File: src/sv/pca_pkg.sv
// ----------------------------------------------------------------------------
// pca_pkg: shared types and constants of the paged cell allocator
// Holds the operation codes, the microprogram step addresses, the control
// word layout, the status bits that steer jumps and the microcode ROM.
// ----------------------------------------------------------------------------
`default_nettype none

package pca_pkg;

    // Width of the cell number on the ports.
    localparam int IDX_W = 10;
    // Width of the operation code.
    localparam int OP_W = 2;

    // Operation codes of an input word.
    localparam logic [OP_W-1:0] OP_ALLOC = 2'd0;
    localparam logic [OP_W-1:0] OP_FREE  = 2'd1;
    localparam logic [OP_W-1:0] OP_MARK  = 2'd2;

    // Microprogram step addresses.
    localparam int STEP_W = 5;
    typedef logic [STEP_W-1:0] step_t;

    localparam step_t STEP_IDLE      = 5'd0;
    localparam step_t STEP_CLEAR     = 5'd1;
    localparam step_t STEP_DEC_ALLOC = 5'd2;
    localparam step_t STEP_DEC_FREE  = 5'd3;
    localparam step_t STEP_DEC_MARK  = 5'd4;
    localparam step_t STEP_RESP_NONE = 5'd5;
    localparam step_t STEP_A_PAGE    = 5'd6;
    localparam step_t STEP_A_END     = 5'd7;
    localparam step_t STEP_A_FETCH   = 5'd8;
    localparam step_t STEP_A_TEST    = 5'd9;
    localparam step_t STEP_A_FOUND   = 5'd10;
    localparam step_t STEP_A_NEXT    = 5'd11;
    localparam step_t STEP_F_CHECK   = 5'd12;
    localparam step_t STEP_F_UPD     = 5'd13;
    localparam step_t STEP_RESP_OK   = 5'd14;
    localparam step_t STEP_M_CHECK   = 5'd15;
    localparam step_t STEP_M_WR      = 5'd16;

    // Datapath actions, one per control word.
    typedef enum logic [3:0] {
        ACT_NOP        = 4'd0,
        ACT_CLEAR      = 4'd1,
        ACT_FETCH      = 4'd2,
        ACT_NEXT_PAGE  = 4'd3,
        ACT_FREE_UPD   = 4'd4,
        ACT_MARK_WR    = 4'd5,
        ACT_RESP_NONE  = 4'd6,
        ACT_RESP_FOUND = 4'd7,
        ACT_RESP_OK    = 4'd8
    } action_t;

    // Jump conditions.
    typedef enum logic [3:0] {
        COND_NEVER      = 4'd0,
        COND_ALWAYS     = 4'd1,
        COND_OP_ALLOC   = 4'd2,
        COND_OP_FREE    = 4'd3,
        COND_OP_MARK    = 4'd4,
        COND_EXHAUSTED  = 4'd5,
        COND_AT_END     = 4'd6,
        COND_CELL_BUSY  = 4'd7,
        COND_BAD_INDEX  = 4'd8,
        COND_CLEAR_MORE = 4'd9
    } cond_t;

    // One control word: action, jump condition and target, and an end mark
    // that returns the sequencer to idle when the jump is not taken.
    typedef struct packed {
        action_t action;
        cond_t   cond;
        step_t   target;
        logic    last;
    } ctl_word_t;

    // Status bits from the datapath that the jump conditions test.
    typedef struct packed {
        logic op_alloc;
        logic op_free;
        logic op_mark;
        logic exhausted;
        logic at_end;
        logic cell_busy;
        logic bad_index;
        logic clear_more;
    } status_t;

    // Microcode ROM.
    function automatic ctl_word_t microcode(input step_t s);
        ctl_word_t w;
        w = '{action: ACT_NOP, cond: COND_NEVER, target: STEP_IDLE, last: 1'b0};
        unique case (s)
            STEP_IDLE:      w = '{ACT_NOP,        COND_NEVER,      STEP_IDLE,      1'b0};
            STEP_CLEAR:     w = '{ACT_CLEAR,      COND_CLEAR_MORE, STEP_CLEAR,     1'b1};
            STEP_DEC_ALLOC: w = '{ACT_NOP,        COND_OP_ALLOC,   STEP_A_PAGE,    1'b0};
            STEP_DEC_FREE:  w = '{ACT_NOP,        COND_OP_FREE,    STEP_F_CHECK,   1'b0};
            STEP_DEC_MARK:  w = '{ACT_NOP,        COND_OP_MARK,    STEP_M_CHECK,   1'b0};
            STEP_RESP_NONE: w = '{ACT_RESP_NONE,  COND_NEVER,      STEP_IDLE,      1'b1};
            STEP_A_PAGE:    w = '{ACT_NOP,        COND_EXHAUSTED,  STEP_RESP_NONE, 1'b0};
            STEP_A_END:     w = '{ACT_NOP,        COND_AT_END,     STEP_A_NEXT,    1'b0};
            STEP_A_FETCH:   w = '{ACT_FETCH,      COND_NEVER,      STEP_IDLE,      1'b0};
            STEP_A_TEST:    w = '{ACT_NOP,        COND_CELL_BUSY,  STEP_A_END,     1'b0};
            STEP_A_FOUND:   w = '{ACT_RESP_FOUND, COND_NEVER,      STEP_IDLE,      1'b1};
            STEP_A_NEXT:    w = '{ACT_NEXT_PAGE,  COND_ALWAYS,     STEP_A_PAGE,    1'b0};
            STEP_F_CHECK:   w = '{ACT_NOP,        COND_BAD_INDEX,  STEP_RESP_NONE, 1'b0};
            STEP_F_UPD:     w = '{ACT_FREE_UPD,   COND_NEVER,      STEP_IDLE,      1'b0};
            STEP_RESP_OK:   w = '{ACT_RESP_OK,    COND_NEVER,      STEP_IDLE,      1'b1};
            STEP_M_CHECK:   w = '{ACT_NOP,        COND_BAD_INDEX,  STEP_RESP_NONE, 1'b0};
            STEP_M_WR:      w = '{ACT_MARK_WR,    COND_ALWAYS,     STEP_RESP_OK,   1'b0};
            default:        w = '{ACT_NOP,        COND_ALWAYS,     STEP_IDLE,      1'b0};
        endcase
        return w;
    endfunction

endpackage

`default_nettype wire

File: src/sv/paged_cell_allocator.sv
// ----------------------------------------------------------------------------
// paged_cell_allocator: next-fit cell allocator over pages of doubling size
// A microcoded sequencer drives a datapath of busy bits and page scan hints.
// ----------------------------------------------------------------------------
// Usage:
//   A word (op, cell_index, busy_req) is taken at a rising edge with start
//   high and busy low. Exactly one result word follows: done is high for one
//   cycle with found and result_cell; the receiver cannot stall it.
// Timing: the sequencer runs one microprogram control word per cycle and
//   done follows the responding step. An alloc examines each cell in
//   A_END, A_FETCH and A_TEST and moves past a page in A_END, A_NEXT and
//   A_PAGE; with nothing left it goes from A_PAGE to the no-result answer.
//   A free or a mark aimed past the last cell answers from its check step,
//   and the unused code falls through the decode steps to the no-result
//   answer. A_TEST waits on the busy memory, which has a registered read port.
// Throughput: one word at a time; the next may be taken in the cycle in
//   which done is high.
// Reset: the hints and current page return to their start values and the
//   busy memory is cleared by a pass of one cell a cycle over all TOTAL_CELLS
//   cells (1008 at the default sizes), during which busy stays high.
// ----------------------------------------------------------------------------
`default_nettype none

module paged_cell_allocator
    import pca_pkg::*;
#(
    parameter int NUM_PAGES        = 6,
    parameter int FIRST_PAGE_CELLS = 16
)
(
    input  wire logic             clk,
    input  wire logic             rst_n,
    input  wire logic             start,
    output logic                  busy,
    input  wire logic [OP_W-1:0]  op,
    input  wire logic [IDX_W-1:0] cell_index,
    input  wire logic             busy_req,
    output logic                  done,
    output logic                  found,
    output logic [IDX_W-1:0]      result_cell
);

    logic      accept;
    ctl_word_t ctl;
    status_t   status;

    // A word is taken when the sequencer idles.
    assign accept = start && !busy;

    // Microprogram sequencer.
    pca_sequencer u_seq (
        .clk    (clk),
        .rst_n  (rst_n),
        .accept (accept),
        .status (status),
        .ctl    (ctl),
        .busy   (busy)
    );

    // Datapath.
    pca_datapath #(
        .NUM_PAGES        (NUM_PAGES),
        .FIRST_PAGE_CELLS (FIRST_PAGE_CELLS)
    ) u_dp (
        .clk         (clk),
        .rst_n       (rst_n),
        .accept      (accept),
        .op          (op),
        .cell_index  (cell_index),
        .busy_req    (busy_req),
        .ctl         (ctl),
        .status      (status),
        .done        (done),
        .found       (found),
        .result_cell (result_cell)
    );

    // An accepted word always starts the microprogram.
    a_accept_busy: assert property (@(posedge clk) disable iff (!rst_n)
        accept |=> busy)
        else $error("accepted word did not start the sequencer");

    // Every program run for a word ends with a result strobe.
    a_end_done: assert property (@(posedge clk) disable iff (!rst_n)
        $fell(busy) && !$past(ctl.action == ACT_CLEAR) |-> done)
        else $error("sequencer went idle without a result");

    // Results never come in adjacent cycles.
    a_done_pulse: assert property (@(posedge clk) disable iff (!rst_n)
        done |=> !done)
        else $error("result strobe held for more than one cycle");

endmodule

`default_nettype wire

File: src/sv/pca_sequencer.sv
// ----------------------------------------------------------------------------
// pca_sequencer: microprogram sequencer of the paged cell allocator
// Holds the step counter, reads the control word from the microcode ROM and
// picks the next step from the jump condition and the datapath status.
// ----------------------------------------------------------------------------
`default_nettype none

module pca_sequencer
    import pca_pkg::*;
(
    input  wire logic      clk,
    input  wire logic      rst_n,
    input  wire logic      accept,
    input  wire status_t   status,
    output ctl_word_t      ctl,
    output logic           busy
);

    step_t step_reg;
    step_t step_next;
    logic  cond_true;

    // Control word of the current step.
    assign ctl  = microcode(step_reg);
    assign busy = (step_reg != STEP_IDLE);

    // Evaluate the jump condition.
    always_comb
    begin
        unique case (ctl.cond)
            COND_NEVER:      cond_true = 1'b0;
            COND_ALWAYS:     cond_true = 1'b1;
            COND_OP_ALLOC:   cond_true = status.op_alloc;
            COND_OP_FREE:    cond_true = status.op_free;
            COND_OP_MARK:    cond_true = status.op_mark;
            COND_EXHAUSTED:  cond_true = status.exhausted;
            COND_AT_END:     cond_true = status.at_end;
            COND_CELL_BUSY:  cond_true = status.cell_busy;
            COND_BAD_INDEX:  cond_true = status.bad_index;
            COND_CLEAR_MORE: cond_true = status.clear_more;
            default:         cond_true = 1'b0;
        endcase
    end

    // Next step: wait in idle for a word, else jump, finish or fall through.
    always_comb
    begin
        if (step_reg == STEP_IDLE)
        begin
            step_next = accept ? STEP_DEC_ALLOC : STEP_IDLE;
        end
        else if (cond_true)
        begin
            step_next = ctl.target;
        end
        else if (ctl.last)
        begin
            step_next = STEP_IDLE;
        end
        else
        begin
            step_next = step_reg + step_t'(1);
        end
    end

    // Step counter; reset starts the clearing pass of the busy store.
    always_ff @(posedge clk or negedge rst_n)
    begin
        if (!rst_n)
        begin
            step_reg <= STEP_CLEAR;
        end
        else
        begin
            step_reg <= step_next;
        end
    end

endmodule

`default_nettype wire

File: src/sv/pca_datapath.sv
// ----------------------------------------------------------------------------
// pca_datapath: storage and arithmetic of the paged cell allocator
// Holds the busy-bit memory, the per-page scan hints, the current page and the
// result registers, all driven by the control word, and the input word latch.
// ----------------------------------------------------------------------------
`default_nettype none

module pca_datapath
    import pca_pkg::*;
#(
    parameter int NUM_PAGES        = 6,
    parameter int FIRST_PAGE_CELLS = 16
)
(
    input  wire logic             clk,
    input  wire logic             rst_n,
    input  wire logic             accept,
    input  wire logic [OP_W-1:0]  op,
    input  wire logic [IDX_W-1:0] cell_index,
    input  wire logic             busy_req,
    input  wire ctl_word_t        ctl,
    output status_t               status,
    output logic                  done,
    output logic                  found,
    output logic [IDX_W-1:0]      result_cell
);

    localparam int TOTAL_CELLS = FIRST_PAGE_CELLS * ((1 << NUM_PAGES) - 1);
    localparam int TW = $clog2(TOTAL_CELLS + 1);
    // Cell width: holds the cell count and every port cell number.
    localparam int CW = (TW > IDX_W) ? TW : IDX_W;
    localparam int AW = (TOTAL_CELLS > 1) ? $clog2(TOTAL_CELLS) : 1;
    localparam int PW = $clog2(NUM_PAGES + 1);
    localparam int PIW = (NUM_PAGES > 1) ? $clog2(NUM_PAGES) : 1;

    // First global cell of page p.
    function automatic int page_first(input int p);
        return FIRST_PAGE_CELLS * ((1 << p) - 1);
    endfunction

    logic [OP_W-1:0]  op_reg;
    logic [IDX_W-1:0] index_reg;
    logic             busy_req_reg;

    logic [CW-1:0]    hint_reg [NUM_PAGES];
    logic [PW-1:0]    cur_page_reg;
    logic [CW-1:0]    scan_cell_reg;
    logic [AW-1:0]    clr_cnt_reg;
    logic             rd_bit_reg;
    logic             busy_mem [TOTAL_CELLS];

    logic             done_reg;
    logic             found_reg;
    logic [IDX_W-1:0] result_reg;

    logic [CW-1:0]    page_end_tab [NUM_PAGES];
    logic [CW-1:0]    index_ext;
    logic [PIW-1:0]   free_page;
    logic [PIW-1:0]   hint_sel;
    logic [CW-1:0]    hint_rd;
    logic             mem_we;
    logic [AW-1:0]    mem_waddr;
    logic             mem_wdata;

    // Constant table of page ends.
    always_comb
    begin
        for (int q = 0; q < NUM_PAGES; q++)
        begin
            page_end_tab[q] = CW'(page_first(q + 1));
        end
    end

    assign index_ext = CW'(index_reg);

    // Page of the requested cell: count the page ends at or below it.
    always_comb
    begin
        free_page = '0;
        for (int q = 0; q < NUM_PAGES - 1; q++)
        begin
            if (index_ext >= page_end_tab[q])
            begin
                free_page = PIW'(q + 1);
            end
        end
    end

    // One hint read port, shared by the scan and the free update.
    assign hint_sel = (op_reg == OP_FREE) ? free_page : cur_page_reg[PIW-1:0];
    assign hint_rd  = hint_reg[hint_sel];

    // Status for the sequencer.
    assign status.op_alloc   = (op_reg == OP_ALLOC);
    assign status.op_free    = (op_reg == OP_FREE);
    assign status.op_mark    = (op_reg == OP_MARK);
    assign status.exhausted  = (cur_page_reg == PW'(NUM_PAGES));
    assign status.at_end     = (hint_rd >= page_end_tab[hint_sel]);
    assign status.cell_busy  = rd_bit_reg;
    assign status.bad_index  = (index_ext >= CW'(TOTAL_CELLS));
    assign status.clear_more = (clr_cnt_reg != AW'(TOTAL_CELLS - 1));

    // Input word latch.
    always_ff @(posedge clk)
    begin
        if (accept)
        begin
            op_reg       <= op;
            index_reg    <= cell_index;
            busy_req_reg <= busy_req;
        end
    end

    // Busy memory write port: the clearing pass or a mark.
    always_comb
    begin
        mem_we    = 1'b0;
        mem_waddr = clr_cnt_reg;
        mem_wdata = 1'b0;
        case (ctl.action)
            ACT_CLEAR:
            begin
                mem_we = 1'b1;
            end
            ACT_MARK_WR:
            begin
                mem_we    = 1'b1;
                mem_waddr = index_ext[AW-1:0];
                mem_wdata = busy_req_reg;
            end
            default:
            begin
                mem_we = 1'b0;
            end
        endcase
    end

    // Busy memory with registered read at the scan hint.
    always_ff @(posedge clk)
    begin
        if (mem_we)
        begin
            busy_mem[mem_waddr] <= mem_wdata;
        end
        rd_bit_reg <= busy_mem[hint_rd[AW-1:0]];
    end

    // Scan cell under test.
    always_ff @(posedge clk)
    begin
        if (ctl.action == ACT_FETCH)
        begin
            scan_cell_reg <= hint_rd;
        end
    end

    // Hints, current page and clearing counter.
    always_ff @(posedge clk or negedge rst_n)
    begin
        if (!rst_n)
        begin
            for (int p = 0; p < NUM_PAGES; p++)
            begin
                hint_reg[p] <= CW'(page_first(p));
            end
            cur_page_reg <= '0;
            clr_cnt_reg  <= '0;
        end
        else
        begin
            case (ctl.action)
                ACT_CLEAR:
                begin
                    clr_cnt_reg <= clr_cnt_reg + AW'(1);
                end
                ACT_FETCH:
                begin
                    hint_reg[hint_sel] <= hint_rd + CW'(1);
                end
                ACT_NEXT_PAGE:
                begin
                    cur_page_reg <= cur_page_reg + PW'(1);
                end
                ACT_FREE_UPD:
                begin
                    if (index_ext < hint_rd)
                    begin
                        hint_reg[hint_sel] <= index_ext;
                    end
                    if (PW'(free_page) < cur_page_reg)
                    begin
                        cur_page_reg <= PW'(free_page);
                    end
                end
                default:
                begin
                    clr_cnt_reg <= clr_cnt_reg;
                end
            endcase
        end
    end

    // Result strobe.
    always_ff @(posedge clk or negedge rst_n)
    begin
        if (!rst_n)
        begin
            done_reg <= 1'b0;
        end
        else
        begin
            done_reg <= (ctl.action == ACT_RESP_NONE) ||
                        (ctl.action == ACT_RESP_FOUND) ||
                        (ctl.action == ACT_RESP_OK);
        end
    end

    // Result word.
    always_ff @(posedge clk)
    begin
        case (ctl.action)
            ACT_RESP_NONE:
            begin
                found_reg  <= 1'b0;
                result_reg <= '0;
            end
            ACT_RESP_FOUND:
            begin
                found_reg  <= 1'b1;
                result_reg <= scan_cell_reg[IDX_W-1:0];
            end
            ACT_RESP_OK:
            begin
                found_reg  <= 1'b1;
                result_reg <= '0;
            end
            default:
            begin
                found_reg <= found_reg;
            end
        endcase
    end

    assign done        = done_reg;
    assign found       = found_reg;
    assign result_cell = result_reg;

endmodule

`default_nettype wire
File: config.mk
export PLATFORM = sky130hd
export DESIGN_NAME = paged_cell_allocator
export DESIGN_NICKNAME = d
export VERILOG_FILES = /design/src/sv/pca_pkg.sv /design/src/sv/paged_cell_allocator.sv /design/src/sv/pca_sequencer.sv /design/src/sv/pca_datapath.sv
export SDC_FILE = /design/constraint.sdc
export NUM_CORES = 2
export LEC_CHECK = 0
export ABC_AREA = 1
export BUFFER_PORTS_ARGS = -buffer_cell sky130_fd_sc_hd__buf_4
export CORE_MARGIN = 8
export CORE_UTILIZATION = 50
export DETAILED_ROUTE_END_ITERATION = 12
export PLACE_DENSITY_LB_ADDON = 0.25
export SYNTH_ARGS = -nofsm -noshare
export SYNTH_HDL_FRONTEND = slang
export SYNTH_SLANG_ARGS = --single-unit
File: constraint.sdc
create_clock -name clk -period 50 [get_ports clk]
set_input_delay 0 -clock clk [delete_from_list [all_inputs] [get_ports clk]]
set_output_delay 0 -clock clk [all_outputs]
set_load 0.05 [all_outputs]
; Word level (Yosys, flattened, before mapping)
; Memories as Yosys holds them, arrays and structs flattened. A register that Yosys moved wholly into a read port is not among the register bits.
; Cells that the tools add are included.
[word_totals]
out_inout_bits = 13
regBits = 113
memories = 3
wordCells = 106
in_bits = 16
romBits = 496
ram_bits = 1008
latch_bits = 0
[mem_list]
columns = name, words, word_bits, read_ports, rd_clocked_by_memory_dff, wr, line
row1 = u_dp.busy_mem, 1008, 1, 1, 1, 1, pca_datapath.sv:50  ; logic busy_mem [TOTAL_CELLS];
row2 = (no name shown), 32, 13, 1, 0, 0, pca_pkg.sv:94  ; unique case (s)
row3 = (no name shown), 8, 10, 1, 0, 0, pca_datapath.sv:98  ; assign status.at_end = (hint_rd >= page_end_tab[hint_sel]);
[classes]
add_sub_neg = 4
n_shift = 0
eq_ne = 23
magnitude_cmp = 11
n_div = 0
muxes = 31
bitwise_logic = 1
mul = 0
reduce_logical = 17
[op_table]
columns = cell, count
row1 = bitwise mux 60 bit, 2
row2 = one-hot mux 60 bit (2 select lines), 1
row3 = 2-to-1 mux 10 bit, 6
row4 = 2-to-1 mux 60 bit, 1
row5 = "== test 4 x 3 -> 1 bit, second input constant", 8
row6 = binary-select mux 10 bit (select 3 bit), 1
row7 = demux 10 bit (select 3 bit), 1
row8 = "adder 10 x 1 -> 10 bit, second input constant", 2
row9 = one-hot mux 10 bit (2 select lines), 1
row10 = "== test 4 x 2 -> 1 bit, second input constant", 4
row11 = 2-to-1 mux 5 bit, 3
row12 = "== test 4 bit, second input constant", 3
row13 = 2-to-1 mux 3 bit, 4
row14 = greater-or-equal comparator 10 bit, 1
row15 = "greater-or-equal comparator 10 bit, second input constant", 1
row16 = "greater-or-equal comparator 10 x 5 -> 1 bit, second input constant", 1
row17 = "greater-or-equal comparator 10 x 6 -> 1 bit, second input constant", 1
row18 = "greater-or-equal comparator 10 x 7 -> 1 bit, second input constant", 1
row19 = "greater-or-equal comparator 10 x 8 -> 1 bit, second input constant", 1
row20 = "greater-or-equal comparator 10 x 9 -> 1 bit, second input constant", 1
row21 = less-than comparator 10 bit, 1
row22 = "!= test 10 bit, second input constant", 1
row23 = one-hot mux 1 bit (9 select lines), 1
row24 = "== test 4 x 1 -> 1 bit, second input constant", 2
row25 = 23 further kinds, 38

; Longest topological paths before layout
[depth]
depth_word = 15
mapped_depth = 31

; Hierarchy
; A second synthesis with hierarchy kept.
[unflattened]
hier_cells = 5786
hier_area_um2 = 54323.4
[by_module_without_submodules]
columns = mod, cells_each, instances, area_per_inst_um2, seq_area_each_um2
row1 = pca_datapath, 5653, 1, 53486.3, 33180.6
row2 = pca_sequencer, 131, 1, 827.0, 126.4
row3 = paged_cell_allocator, 2, 1, 10.0, 0.0

; Least setup slack after synthesis
; Ideal clock, no wire load.
[synth_path]
kind = register to register
start = register u_seq.step_reg[0]
end = memory u_dp.busy_mem[0] (data pin)
stages_incl_launch_ff = 10
required_time_ns = 45.109
setup_ns = 4.891
arrival_ns = 24.929
path_buffers = 1
path_slack_ns = 20.180
cell_sequence = dfstp_2 -> ha_1 -> inv_1 -> ha_1 -> a21oi_1 -> inv_1 -> nor2_2 -> nand2_1 -> clkbuf_1 -> nor2_1
[synth_via]
elab_chain_len = 3
[synth_rtl]
columns = element, line
row1 = from (decl), pca_sequencer.sv:19  ; step_t step_reg;
row2 = from (signal assigned), pca_sequencer.sv:75  ; step_reg <= step_next;
row3 = memory read (32 x 13 bit), --
row4 = == test 4 x 3 -> 1 bit, pca_datapath.sv:120  ; case (ctl.action)
row5 = 2-to-1 mux 1 bit, pca_datapath.sv:120
row6 = net u_dp.mem_wdata, pca_datapath.sv:63  ; logic mem_wdata;
row7 = to (decl), pca_datapath.sv:50
; The timed path passes the listed nets, and every way through them passes these cells.

; Worst setup path after layout
[layout_path]
start = register u_seq.step_reg[0]
end = memory u_dp.busy_mem[606] (enable)
[layout_via]
elab_chain_len = 6
word_cells_on_any_way = 8
classes_between = 2 x eq/ne / 4 x mux / 1 x reduce/logical / 1 x memory
[layout_rtl]
columns = element, line
row1 = memory read (32 x 13 bit) (*), --
row2 = == test 4 x 3 -> 1 bit / == test 4 x 1 -> 1 bit (equally long branches), pca_datapath.sv:120
row3 = OR reduction 2 bit (no source line), --
row4 = 2-to-1 mux 1 bit, pca_datapath.sv:120
row5 = 2-to-1 mux 1 bit, pca_datapath.sv:141  ; if (mem_we)
row6 = 2-to-1 mux 1 bit (not written as such), pca_datapath.sv:143  ; busy_mem[mem_waddr] <= mem_wdata;
; Mark *: on every way between the ends. The rest lies on a longest branch, timed or not.

==> key figures <==
Synthesis
  – Syn Area/Cell: around 9 µm²
  – Synthesized flop and latch total: 1122
  – Main synth FF type: edfxtp_1
  – Post-synthesis sequential area ratio: 0.621
  – EDFF count, synth: 1042
  – Warnings, synthesis: 0
  – Mapped Nets: approximately 5900
  – Mapped Area: 53600 µm²
  – Synth unique cells: 49
  – Post-synthesis async set-or-reset flop share: 0.0704
  – Syn Inst Count: between 5000 and 6000

Global routing
  – Vias in the first global route: ~38000
  – Grt total ovfl: 0
  – Largest net degree at the start of global routing: 268
  – First-pass GRT wire length: about 230000 µm
  – Initial antenna violation count: 1
  – GRT Util Overall: 0.256

Critical path
  – R2r worst-path depth: 15
  – Type of the worst setup path: register to register
  – Max FO, Critical Path: 37
  – Req. time, crit path: 50.39 ns
  – Slowest-stage cell, CP: nand2_1
  – Worst r2r dst: u_dp.busy_mem[606]
  – Reg2reg start: u_seq.step_reg[0]
  – Critical Path Start Type: register
  – Worst path most repeated cell: inv_1
  – Crit-path cells: ha_1 > inv_1 > ha_1 > a21oi_1 > inv_1 > nor2_4 > buf_4 > nand2_1 > o21ai_0 > inv_1 > nor2_1 > inv_1 > nor2_1 > nand2_1 > nor2_1
  – R2R Setup Slk: approximately 44 ns
  – Largest stage delay, worst path: between 0.9 and 1 ns
  – Top Family by Delay on Critical Path: simple AND/OR/NAND/NOR gates
  – CP Data Arrival Time: 6.54 ns
  – CP Capture Type: register
  – Worst path bufs/invs: 5

Outcome
  – Status: complete, but fails checks
  – Failing checks: hold timing

STA
  – Worst Clk Skew: 0.0253 ns
  – RSZ-0062 raised after global routing: false
  – Measured slew at the worst slew-check pin: around 1.3 ns
  – Minimum clock period: just over 6 ns
  – Period utilisation layout: 0.123
  – Hold Fails Final Rpt: 3
  – Total Neg Setup Slack: 0 ns
  – Fmax: 163 MHz
  – Slew Viols, Final: 0
  – Hold WS: -0.0121 ns
  – Final setup vio count: 0
  – Final worst slack: 43.85 ns
  – Rel. slew slack: 0.147

Finish
  – Max reg flops: 1008
  – Share of cells above drive strength 1: 0.0652
  – Final Instance Area: 58400 µm²
  – Fillcell total: roughly 9500
  – Commonest non-fill, non-tap cell in the layout: nor2_1
  – Post-layout util: 0.547
  – Most frequent cells in the layout: 1383 x nor2_1, 1247 x nand2_1, 1042 x edfxtp_1
  – Antenna cells: 0
  – Area growth syn-to-layout: 8.85%
  – Nets: 5718

Placed design
  – Hpwl dp: between 70000 and 80000 µm
  – DP Area: ~55000 µm²
  – Final GP Congestion: roughly 0.86
  – Dpl ws: around 44 ns
  – Port-buffer cells: 28

Detailed routing
  – Via count of the routed design: ~40000
  – 1st-iter DRT viols: 5343
  – Drt wl/cell: 21.5 µm
  – 1st-pass router iterations: 6
  – WL final: around 150000 µm
  – Post-route ant nets: 0
  – DRC viols: 0
  – Vias per std cell: 5.63

Clocking
  – CTS clk-pin slew, worst paths: about 0.060 ns
  – Hold-fix buffer count after cts: 16
  – Num CTS Buffers: between 100 and 150
  – Sink Count: ~1100
  – CTS H-tree lvls: 3
  – Root cell of the clock tree: clkbuf_16
  – CTS tree: yes
  – Clock buffer depth: 3
  – Cts repair resizes: 0
  – Clock network latency to the later pin of the worst-skew pair: 0.71 ns
  – Post-CTS Setup Bufs: 0

Power and ir drop
  – Internal: a little under 2000 µW
  – Net Sw Frac: 0.443
  – Clk pwr share: 0.238
  – Sequential power share: 0.320
  – Sw Pwr: roughly 1600 µW
  – Power Dens Cells: 60.1 nW/µm²
  – Peak supply drop: about 65 µV
  – Leakage: between 0.02 and 0.025 µW
  – Combinational power share: 0.442

Die
  – Io pins: 29
  – Die area: between 100000 and 150000 µm²
  – Site Rows: 120
  – Core Area: about 110000 µm²
  – Initial core utilization: 0.502
  – Die width: 343 µm
  – Die Y: around 340 µm

Run
  – Number of max-cap violations: 0

Hold path
  – Hold Path Class: primary input to async pin
## cells by family (layout without fill, tap and decap cells)
family | after synthesis | in the layout | share of synthesized area
multiplexers | 5 | 5 | 0.00103
AO/OA/AOI/OAI | 498 | 498 | 0.0506
buffers and inverters | 931 | 844 | 0.0687
flip-flops | 1122 | 1122 | 0.621
XOR/XNOR | 14 | 14 | 0.00229
adder cells (fa/ha/maj) | 29 | 29 | 0.00677
AND/OR/NAND/NOR | 3258 | 3258 | 0.249
## how the worst max path moves through the flow
stage,start,cells after the start,slack (ns),to
2_1_floorplan,u_seq.step_reg[0],9,20.18,u_dp.busy_mem[0]
3_3_place_gp,u_dp.index_ext[9],27,44.17,u_dp.rd_bit_reg
3_5_place_dp,u_seq.step_reg[0],13,44.09,u_dp.busy_mem[606]
4_1_cts,u_seq.step_reg[0],13,44.06,u_dp.busy_mem[606]
5_1_grt,u_dp.index_ext[9],28,43.48,u_dp.rd_bit_reg
6_report,u_seq.step_reg[0],15,43.85,u_dp.busy_mem[606]
## metrics by stage
step,power (µW),instances
detailed placement,2670,6942
finish,3510,7173
global route,3700,7173
CTS,3500,7173
global placement,2650,6942
floorplan,2210,5857
## Yosys cell counts (20+ instances only)
master / count / area share
a21oi_1: 167 / 0.016
buf_1: 25 / 0.0018
buf_2: 144 / 0.013
clkbuf_1: 246 / 0.017
dfrtp_1: 63 / 0.029
edfxtp_1: 1042 / 0.58
ha_1: 29 / 0.0068
inv_1: 498 / 0.035
nand2_1: 1281 / 0.090
nand3_1: 402 / 0.038
nand3b_1: 104 / 0.015
nor2_1: 1385 / 0.097
nor3_1: 20 / 0.0019
o211ai_1: 46 / 0.0064
o21ai_0: 206 / 0.019
o21ai_1: 42 / 0.0039
or2_2: 21 / 0.0025
## power by group through the flow
stage	Combinational, µW	Sequential (µW)	Clock, µW
6_report	1550	1120	836
5_1_grt	1690	1120	880
4_1_cts	1530	1120	845
3_5_place_dp	1530	1140	0
3_3_place_gp	1510	1140	0
2_1_floorplan	1020	1190	0
## layout make-up
cell class	instances	area [µm²]	area share
clock inverter	58	474	0.00813
clock buffer	157	3140	0.0539
inverter	513	1940	0.0332
multi-input combinational	3804	16800	0.287
timing repair buffer	116	973	0.0167
tap	1403	1760	0.0301
sequential	1122	33300	0.571
## layer usage
layer,vias up,global-route usage,share of wire
li1,18700,-,-
met4,2,0.0997,0.039
met1,19500,0.339,0.40
met2,1917,0.427,0.47
met3,328,0.0351,0.092
met5,-,0,0.000052
Note: power is estimated with default switching activity, not from simulation.
